**src/hdl/lfu_cache_policy_top_macros.svh**
```systemverilog
// ----------------------------------------------------------------------------
// LFU cache policy assertion macros
// Concurrent check wrappers, compiled out for synthesis.
// ----------------------------------------------------------------------------
`ifndef LFU_CACHE_POLICY_TOP_MACROS_SVH
`define LFU_CACHE_POLICY_TOP_MACROS_SVH

`ifndef SYNTHESIS
`define LFU_ASSERT_NOW(lbl, pre, post) \
  lbl: assert property (@(posedge clk) disable iff (rst) (pre) |-> (post)) \
    else $error("lfu assertion failed");
`define LFU_ASSERT_NEXT(lbl, pre, post) \
  lbl: assert property (@(posedge clk) disable iff (rst) (pre) |=> (post)) \
    else $error("lfu assertion failed");
`else
`define LFU_ASSERT_NOW(lbl, pre, post)
`define LFU_ASSERT_NEXT(lbl, pre, post)
`endif

`endif

```
**src/hdl/lfu_pkg.sv**
```systemverilog
// ----------------------------------------------------------------------------
// LFU cache policy package
// Word types, entry layout, sequencer states and shared constants.
// ----------------------------------------------------------------------------
package lfu_pkg;

  localparam int CAPACITY_DEF = 16;
  localparam int CFG_W        = 5;
  localparam int DATA_W       = 32;
  localparam int COUNT_W      = 32;
  localparam int STAMP_W      = 64;

  typedef logic signed [DATA_W-1:0] data_t;
  typedef logic [COUNT_W-1:0]       count_t;
  typedef logic [STAMP_W-1:0]       stamp_t;

  localparam logic [CFG_W-1:0] CAP_RESET = CFG_W'(16);
  localparam logic             REQ_GET   = 1'b0;
  localparam logic             REQ_PUT   = 1'b1;
  localparam data_t            READ_MISS = -32'sd1;
  localparam count_t           COUNT_ONE = COUNT_W'(1);
  localparam count_t           COUNT_MAX = '1;

  typedef struct packed {
    logic  req_type;
    data_t key;
    data_t value;
  } req_t;

  typedef struct packed {
    logic  hit;
    data_t read_value;
    logic  evicted;
    data_t evicted_key;
  } rsp_t;

  typedef struct packed {
    data_t  key;
    data_t  value;
    count_t count;
    stamp_t stamp;
  } entry_t;

  // Current replacement candidate held by the sequencer.
  typedef struct packed {
    logic   valid;
    count_t count;
    stamp_t stamp;
  } best_t;

  typedef struct packed {
    logic match;
    logic better;
    logic free;
  } cmp_res_t;

  typedef enum logic [2:0] {
    ST_IDLE,
    ST_SCAN,
    ST_LAST,
    ST_COMMIT,
    ST_RESULT
  } state_t;

  localparam rsp_t RSP_NONE = '{hit: 1'b0, read_value: READ_MISS,
                                evicted: 1'b0, evicted_key: '0};

endpackage

```
**src/hdl/lfu_cache_policy_top.sv**
```systemverilog
// ----------------------------------------------------------------------------
// LFU cache policy top
// Fully associative key/value store with least-frequently-used replacement and
// least-recently-touched tie break. Each request word is a get or a put and
// yields one response word. A request is scanned one entry per cycle through
// the entry memory's single read port and one shared compare unit, which looks
// for the key, the victim and the first free slot at once. ST_LAST, ST_COMMIT
// and ST_RESULT follow the scan; with the capacity register at zero a request
// goes straight to ST_RESULT. The next request is taken while a response still
// waits on a stalled output. Configuration writes are always ready; the user
// must make them only while the block is idle; the block does not enforce this.
// ----------------------------------------------------------------------------
`include "lfu_cache_policy_top_macros.svh"

module lfu_cache_policy_top
  import lfu_pkg::*;
#(
  parameter int CAPACITY = CAPACITY_DEF
) (
  input  logic             clk,
  input  logic             rst,
  input  logic             req_valid,
  output logic             req_stall,
  input  req_t             req,
  output logic             rsp_valid,
  input  logic             rsp_stall,
  output rsp_t             rsp,
  input  logic             cfg_valid,
  output logic             cfg_ready,
  input  logic [CFG_W-1:0] cfg_data
);

  localparam int IDX_W = (CAPACITY > 1) ? $clog2(CAPACITY) : 1;
  localparam int OCC_W = $clog2(CAPACITY + 1);
  localparam int CMP_W = (OCC_W > CFG_W) ? OCC_W : CFG_W;
  localparam logic [IDX_W-1:0] LAST_IDX = IDX_W'(CAPACITY - 1);

  state_t state, state_next;

  logic [CFG_W-1:0]    cap_reg;
  logic [CAPACITY-1:0] valid;
  logic [CAPACITY-1:0] valid_next;
  stamp_t              touch_clock;
  logic [OCC_W-1:0]    occupancy;

  logic [IDX_W-1:0] scan_idx;
  logic             chk_valid;
  logic [IDX_W-1:0] chk_idx;
  req_t             req_q;

  logic             found;
  logic [IDX_W-1:0] hit_idx;
  entry_t           hit_ent;
  logic             best_valid;
  logic [IDX_W-1:0] best_idx;
  count_t           best_count;
  stamp_t           best_stamp;
  data_t            best_key;
  logic             free_valid;
  logic [IDX_W-1:0] free_idx;
  rsp_t             res_q;

  logic     req_accept;
  logic     scan_en;
  logic     commit;
  logic     rsp_load;
  logic     cap_zero;
  logic     full;
  logic [CMP_W-1:0] cap_ext;
  logic [CMP_W-1:0] cap_lim;

  logic             ram_we;
  logic [IDX_W-1:0] ram_waddr;
  entry_t           ram_wdata;
  entry_t           ram_rdata;
  best_t            best;
  cmp_res_t         cres;

  logic             evict;
  logic             insert;
  logic [IDX_W-1:0] ins_idx;
  stamp_t           stamp_next;
  count_t           count_bump;
  rsp_t             res_next;

  assign cfg_ready  = 1'b1;
  assign req_accept = req_valid && !req_stall;
  assign cap_zero   = cap_reg == '0;
  assign cap_ext    = CMP_W'(cap_reg);
  assign cap_lim    = (cap_ext > CMP_W'(CAPACITY)) ? CMP_W'(CAPACITY) : cap_ext;
  assign full       = CMP_W'(occupancy) >= cap_lim;
  assign best       = '{valid: best_valid, count: best_count, stamp: best_stamp};

  lfu_entry_ram #(
    .DEPTH(CAPACITY),
    .AW   (IDX_W)
  ) u_ram (
    .clk  (clk),
    .we   (ram_we),
    .waddr(ram_waddr),
    .wdata(ram_wdata),
    .raddr(scan_idx),
    .rdata(ram_rdata)
  );

  lfu_cmp_unit u_cmp (
    .ent_valid(valid[chk_idx]),
    .ent      (ram_rdata),
    .key      (req_q.key),
    .best     (best),
    .res      (cres)
  );

  // Sequencer next state.
  always_comb begin
    state_next = state;
    unique case (state)
      ST_IDLE: begin
        if (req_valid) begin
          state_next = cap_zero ? ST_RESULT : ST_SCAN;
        end
      end
      ST_SCAN: begin
        if (scan_idx == LAST_IDX) begin
          state_next = ST_LAST;
        end
      end
      ST_LAST:   state_next = ST_COMMIT;
      ST_COMMIT: state_next = ST_RESULT;
      ST_RESULT: begin
        if (rsp_load) begin
          state_next = ST_IDLE;
        end
      end
      default:   state_next = ST_IDLE;
    endcase
  end

  // Sequencer outputs.
  always_comb begin
    req_stall = 1'b1;
    scan_en   = 1'b0;
    commit    = 1'b0;
    rsp_load  = 1'b0;
    unique case (state)
      ST_IDLE:   req_stall = 1'b0;
      ST_SCAN:   scan_en   = 1'b1;
      ST_LAST:   ;
      ST_COMMIT: commit    = 1'b1;
      ST_RESULT: rsp_load  = !(rsp_valid && rsp_stall);
      default:   ;
    endcase
  end

  // Update of the hit entry or insertion of a new one, chosen after the scan.
  always_comb begin
    stamp_next = touch_clock + STAMP_W'(1);
    count_bump = (hit_ent.count == COUNT_MAX) ? hit_ent.count
                                              : COUNT_W'(hit_ent.count + COUNT_ONE);
    evict      = 1'b0;
    insert     = 1'b0;
    ins_idx    = free_idx;
    ram_we     = 1'b0;
    ram_waddr  = hit_idx;
    ram_wdata  = hit_ent;
    res_next   = RSP_NONE;
    if (found) begin
      ram_we          = commit;
      ram_wdata.count = count_bump;
      ram_wdata.stamp = stamp_next;
      res_next.hit    = 1'b1;
      if (req_q.req_type == REQ_PUT) begin
        ram_wdata.value = req_q.value;
      end else begin
        res_next.read_value = hit_ent.value;
      end
    end else if (req_q.req_type == REQ_PUT) begin
      evict = full && best_valid;
      // The freed victim slot competes with any lower free slot.
      if (evict && !(free_valid && (free_idx < best_idx))) begin
        ins_idx = best_idx;
      end
      insert    = evict || free_valid;
      ram_we    = commit && insert;
      ram_waddr = ins_idx;
      ram_wdata = '{key: req_q.key, value: req_q.value, count: COUNT_ONE,
                    stamp: stamp_next};
      if (evict) begin
        res_next.evicted     = 1'b1;
        res_next.evicted_key = best_key;
      end
    end
  end

  // The victim slot is cleared first so that a reuse of it ends up set.
  always_comb begin
    valid_next = valid;
    if (evict) begin
      valid_next[best_idx] = 1'b0;
    end
    if (insert) begin
      valid_next[ins_idx] = 1'b1;
    end
  end

  always_ff @(posedge clk) begin
    if (rst) begin
      state       <= ST_IDLE;
      cap_reg     <= CAP_RESET;
      valid       <= '0;
      touch_clock <= '0;
      occupancy   <= '0;
      scan_idx    <= '0;
      chk_valid   <= 1'b0;
      found       <= 1'b0;
      best_valid  <= 1'b0;
      free_valid  <= 1'b0;
      rsp_valid   <= 1'b0;
    end else begin
      state     <= state_next;
      chk_valid <= scan_en;
      if (cfg_valid && cfg_ready) begin
        cap_reg <= cfg_data;
      end
      if (req_accept) begin
        scan_idx <= '0;
      end else if (scan_en) begin
        scan_idx <= IDX_W'(scan_idx + 1'b1);
      end
      if (req_accept) begin
        found      <= 1'b0;
        best_valid <= 1'b0;
        free_valid <= 1'b0;
      end else if (chk_valid) begin
        if (cres.match) begin
          found <= 1'b1;
        end
        if (cres.better) begin
          best_valid <= 1'b1;
        end
        if (cres.free) begin
          free_valid <= 1'b1;
        end
      end
      if (commit) begin
        if (found || insert) begin
          touch_clock <= stamp_next;
        end
        valid     <= valid_next;
        occupancy <= OCC_W'(occupancy - OCC_W'(evict) + OCC_W'(insert));
      end
      if (rsp_load) begin
        rsp_valid <= 1'b1;
      end else if (!rsp_stall) begin
        rsp_valid <= 1'b0;
      end
    end
  end

  always_ff @(posedge clk) begin
    chk_idx <= scan_idx;
    if (req_accept) begin
      req_q <= req;
    end
    if (chk_valid) begin
      if (cres.match && !found) begin
        hit_idx <= chk_idx;
        hit_ent <= ram_rdata;
      end
      if (cres.better) begin
        best_idx   <= chk_idx;
        best_count <= ram_rdata.count;
        best_stamp <= ram_rdata.stamp;
        best_key   <= ram_rdata.key;
      end
      if (cres.free && !free_valid) begin
        free_idx <= chk_idx;
      end
    end
    if (req_accept && cap_zero) begin
      res_q <= RSP_NONE;
    end else if (commit) begin
      res_q <= res_next;
    end
    if (rsp_load) begin
      rsp <= res_q;
    end
  end

  `LFU_ASSERT_NOW(a_occ_matches_valid, 1'b1, $countones(valid) == int'(occupancy))
  `LFU_ASSERT_NOW(a_occ_bounded, 1'b1, occupancy <= OCC_W'(CAPACITY))
  `LFU_ASSERT_NOW(a_evict_only_put_miss, rsp_valid && rsp.evicted, !rsp.hit && (rsp.read_value == READ_MISS))
  `LFU_ASSERT_NEXT(a_accept_starts_work, req_accept, state != ST_IDLE)

endmodule

```
**src/hdl/lfu_entry_ram.sv**
```systemverilog
// ----------------------------------------------------------------------------
// LFU entry memory
// One write port and one registered read port holding key, value, count, stamp.
// ----------------------------------------------------------------------------
module lfu_entry_ram
  import lfu_pkg::*;
#(
  parameter int DEPTH = CAPACITY_DEF,
  parameter int AW    = (DEPTH > 1) ? $clog2(DEPTH) : 1
) (
  input  logic          clk,
  input  logic          we,
  input  logic [AW-1:0] waddr,
  input  entry_t        wdata,
  input  logic [AW-1:0] raddr,
  output entry_t        rdata
);

  entry_t mem [DEPTH];

  always_ff @(posedge clk) begin
    if (we) begin
      mem[waddr] <= wdata;
    end
  end

  always_ff @(posedge clk) begin
    rdata <= mem[raddr];
  end

endmodule

```
**src/hdl/lfu_cmp_unit.sv**
```systemverilog
// ----------------------------------------------------------------------------
// LFU compare unit
// Checks one stored entry against the request key and the current victim.
// ----------------------------------------------------------------------------
module lfu_cmp_unit
  import lfu_pkg::*;
(
  input  logic     ent_valid,
  input  entry_t   ent,
  input  data_t    key,
  input  best_t    best,
  output cmp_res_t res
);

  logic lower_count;
  logic same_count;
  logic older;

  assign lower_count = ent.count < best.count;
  assign same_count  = ent.count == best.count;
  assign older       = ent.stamp < best.stamp;

  always_comb begin
    res.match  = ent_valid && (ent.key == key);
    // Lowest count wins; among equal counts the oldest stamp wins.
    res.better = ent_valid && (!best.valid || lower_count || (same_count && older));
    res.free   = !ent_valid;
  end

endmodule
```
**config.mk**
```make
export PLATFORM = sky130hd
export DESIGN_NAME = lfu_cache_policy_top
export DESIGN_NICKNAME = d
export VERILOG_FILES = /design/src/hdl/lfu_pkg.sv /design/src/hdl/lfu_cache_policy_top.sv /design/src/hdl/lfu_entry_ram.sv /design/src/hdl/lfu_cmp_unit.sv
export VERILOG_INCLUDE_DIRS = /design/src /design/src/hdl
export SDC_FILE = /design/constraint.sdc
export NUM_CORES = 2
export LEC_CHECK = 0
export ABC_AREA = 0
export BUFFER_PORTS_ARGS = -buffer_cell sky130_fd_sc_hd__buf_2
export CORE_ASPECT_RATIO = 1.1
export CORE_MARGIN = 2
export CORE_UTILIZATION = 45
export CTS_BUF_LIST = sky130_fd_sc_hd__clkbuf_4
export DETAILED_ROUTE_END_ITERATION = 6
export GPL_ROUTABILITY_DRIVEN = 0
export GPL_TIMING_DRIVEN = 0
export PLACE_DENSITY = 0.62
export REMOVE_ABC_BUFFERS = 1
export SETUP_SLACK_MARGIN = 0.5
export SLEW_MARGIN = 5
export SYNTH_ARGS = -nofsm -noshare
export SYNTH_HDL_FRONTEND = slang
export SYNTH_SLANG_ARGS = --single-unit
```
**constraint.sdc**
```tcl
create_clock -name clk -period 12.6 [get_ports clk]
set_input_delay 0.63 -clock clk [delete_from_list [all_inputs] [get_ports clk]]
set_output_delay 0.63 -clock clk [all_outputs]
set_load 0.01 [all_outputs]
```
==> results_dict.tcl <==
set metrics [dict create \
    route.detailed.drc 0 \
    cts-resized-gates 0 \
    netlist_instances 6014 \
    skew_ps 96.0 \
    yosysSeqAreaShare 0.769 \
    wl_per_cell_um 25.7 \
    worst_slack_ps 7200 \
    async_flop_share 0 \
    setup_violations 0 \
    worstPathArrival_ps 6380 \
    htreeDepth 6 \
    rsz0062_at_grt "no" \
    synth_top_family_by_area "multiplexers" \
    critPathKind "reg -> reg" \
    postCtsSetupRepairBufs 0 \
    cts_buffers 778 \
    synth_fa_ha_area_frac 0.0112 \
    report.final.hold_viol_count 0 \
    power.density_mw_per_mm2 146 \
    io_pins 144 \
    layout_min_cycle_time_ps 5400 \
    syn-mean-instance-area_um2 20.9 \
    layout-drive-gt1-share 0.334 \
    post-place-ws_ps 7230 \
    grt_max_degree 53 \
    worst_pin_slew_ps 1170 \
    root_buffer "clkbuf_4" \
    overflow 0 \
    synth_seq_cells 3323 \
    dieArea_mm2 0.283 \
    rows 203 \
    cts_hold_buf 156 \
    port_buffers 142 \
    hpwl_um 180000 \
    ir_drop_uv 95.9 \
    drtIter0Drc 5877 \
    maxCapViolCount 0 \
    grt_pass1_wl_um 435000 \
    p_leak_nw 47.9 \
    first_pass_iters 6 \
    post-route-period-util 0.429 \
    clk_pin_slew_ps 70 \
    core_area_mm2 0.278 \
    place_area_mm2 0.136 \
    status "finished clean" \
    die_w_um 507 \
    cts_max_path_buffers 4 \
    clk_latency_ps 1350 \
    synth_edf_count 2991 \
    max_freq_ghz 0.185 \
    routed-via-count 63500 \
    relSlewSlack 0.209 \
    cts_sinks 3323 \
    yosys.area_share.simple 0.0311 \
    track_usage 0.207 \
    synth_xor_area_frac 0.0107 \
    synth_mux_area_frac 0.149 \
    postLayoutCoreUtil 0.533 \
    cp_max_fo 18 \
    syn2layout_area_growth_pct 18.0 \
    cp.required_ps 13580 \
    routed_wl_um 294000 \
    slew_violations 0 \
    synth_compound_area_frac 0.0160 \
    yosysWarnings 0 \
    fin_area_mm2 0.148 \
    final_cell_mix "edfxtp_1 (2991), clkbuf_4 (1189), mux4_2 (804), dfxtp_1 (328), nand2_1 (309)" \
    syn_area_mm2 0.125 \
    vias_per_cell 5.54 \
    grt_pass1_vias 67100 \
    layout.cells.most_common "edfxtp_1" \
    initial_core_util 0.452 \
    ant_nets 0 \
    start_kind "register" \
    hold_path.class "in -> reg" \
    chipHeight_um 558 \
    antenna_found_initial 6 \
    synth_ff_type "edfxtp_1" \
    nNetsFinal 7293 \
    crit_path_end_kind "register" \
    synth.distinct_cells 74 \
    cts_tree "done" \
]
where the power goes:
group          internal, mW  leakage, nW  total (mW)  switching, mW
Clock                  4.60         6.11        8.75           4.16
Combinational         0.379         11.9       0.773          0.393
Sequential             12.1         29.9        12.1         0.0590
layer usage:
metal / wire length (um) / up-vias / global-route usage
met5: 22 / - / 0
met4: 5830 / 6 / 0.0612
met3: 16900 / 413 / 0.0321
met2: 152000 / 2228 / 0.358
met1: 119000 / 33500 / 0.272
li1: - / 27400 / -
flip-flops by register name, indices dropped and copies added, names as in the netlist, 3 cells and up:
name,cells
req_q,65
rsp,66
touch_clock,64
cap_ext,5
best_idx,4
state,3
valid,16
u_ram.mem,2560
best_key,32
res_q,66
u_ram.rdata,160
best_stamp,64
free_idx,4
hit_idx,4
scan_idx,4
hit_ent,160
chk_idx,4
best_count,32
occupancy,5
layout make-up:
class	count	area (um^2)
Antenna cell	4	10.0
Sequential cell	3323	96500
Clock inverter	251	1360
Clock buffer	1189	8930
Tap cell	3690	4620
Fill cell	21600	130000
Timing Repair Buffer	593	8450
Inverter	128	480
Multi-Input combinational cell	2282	27700
final timing paths:
kind                            start                          to  slack, ps  cells past startpoint
max           cap_ext[4]$_SDFFE_PP1P_  u_ram.mem[3][31]$_DFFE_PP_       7200                     17
min                         rsp_stall           rsp[19]$_DFFE_PP_        300                      3
max reg2reg   cap_ext[4]$_SDFFE_PP1P_  u_ram.mem[3][31]$_DFFE_PP_       7200                     17
min reg2reg  u_ram.rdata[108]$_DFF_P_      hit_ent[108]$_DFFE_PP_        390                      0
worst max-delay path: stages (launching register included):
cell and delay [ps]:
dfxtp_1 360, inv_1 150, nand2_1 90, ha_1 300, a21oi_1 140, o21ai_0 140, a41oi_1 760, o21ai_0 300
a31oi_1 340, nand2_1 320, nor2_4 700, buf_12 270, buf_12 210, buf_12 210, buf_16 190, buf_16 170
buf_16 170, buf_16 170
synth_stat cells, types with 2 or more instances:
cell          n  share of area
a2111oi_0     4        0.00028
a211oi_1      7        0.00042
a21o_1        8        0.00048
a21oi_1      90         0.0036
a221oi_1      2        0.00014
a311oi_1      2        0.00014
a31oi_1       7        0.00035
and2_1        4        0.00020
and3_1       19        0.00095
and3b_1       2        0.00014
and4_1        9        0.00063
buf_1        55         0.0016
buf_2        17        0.00068
clkbuf_1    206         0.0062
dfxtp_1     332          0.053
edfxtp_1   2991           0.72
ha_1        111          0.011
inv_1       128         0.0038
mux2_2       36         0.0032
mux2i_1      20         0.0016
mux4_2      804           0.14
nand2_1     311         0.0093
nand2b_1      9        0.00045
nand3_1      91         0.0036
nand4_1      53         0.0026
nand4b_1      2        0.00014
nor2_1      171         0.0051
nor2b_1       8        0.00040
nor3_1       62         0.0025
nor3_2        5        0.00040
nor3b_1       3        0.00018
nor4_1       19        0.00095
nor4_2        2        0.00020
nor4_4        4        0.00068
o211ai_1     36         0.0022
o21a_1        2        0.00012
o21ai_0     135         0.0054
o21ai_1       8        0.00032
o221ai_1      5        0.00035
o31ai_1      24         0.0014
or2_2         6        0.00030
or3_1        19        0.00095
or4_1         3        0.00018
xnor2_1     105         0.0073
xor2_1       48         0.0034
kinds of logic after synthesis:
kind of cell | Yosys count
adders and majority gates | 112
xor gates and xnor gates | 153
buffers and inverters | 409
muxes | 860
other | 1
and+or+nand+nor | 815
AOI/OAI and AO/OA | 341
DFF | 3323
stage by stage:
stage / hold slack (ps) / std cells / setup TNS (ps) / power, mW
after floorplan: 386 / 5733 / -7748560 / 13.3
after global placement: 389 / 9565 / - / 13.8
after detailed placement: 389 / 9854 / 0 / 13.1
after CTS: 93.8 / 11500 / 0 / 21.9
after global routing: 249 / 11500 / 0 / 22.5
final: 300 / 11500 / 0 / 21.6
(Power assumes the default switching activity.)
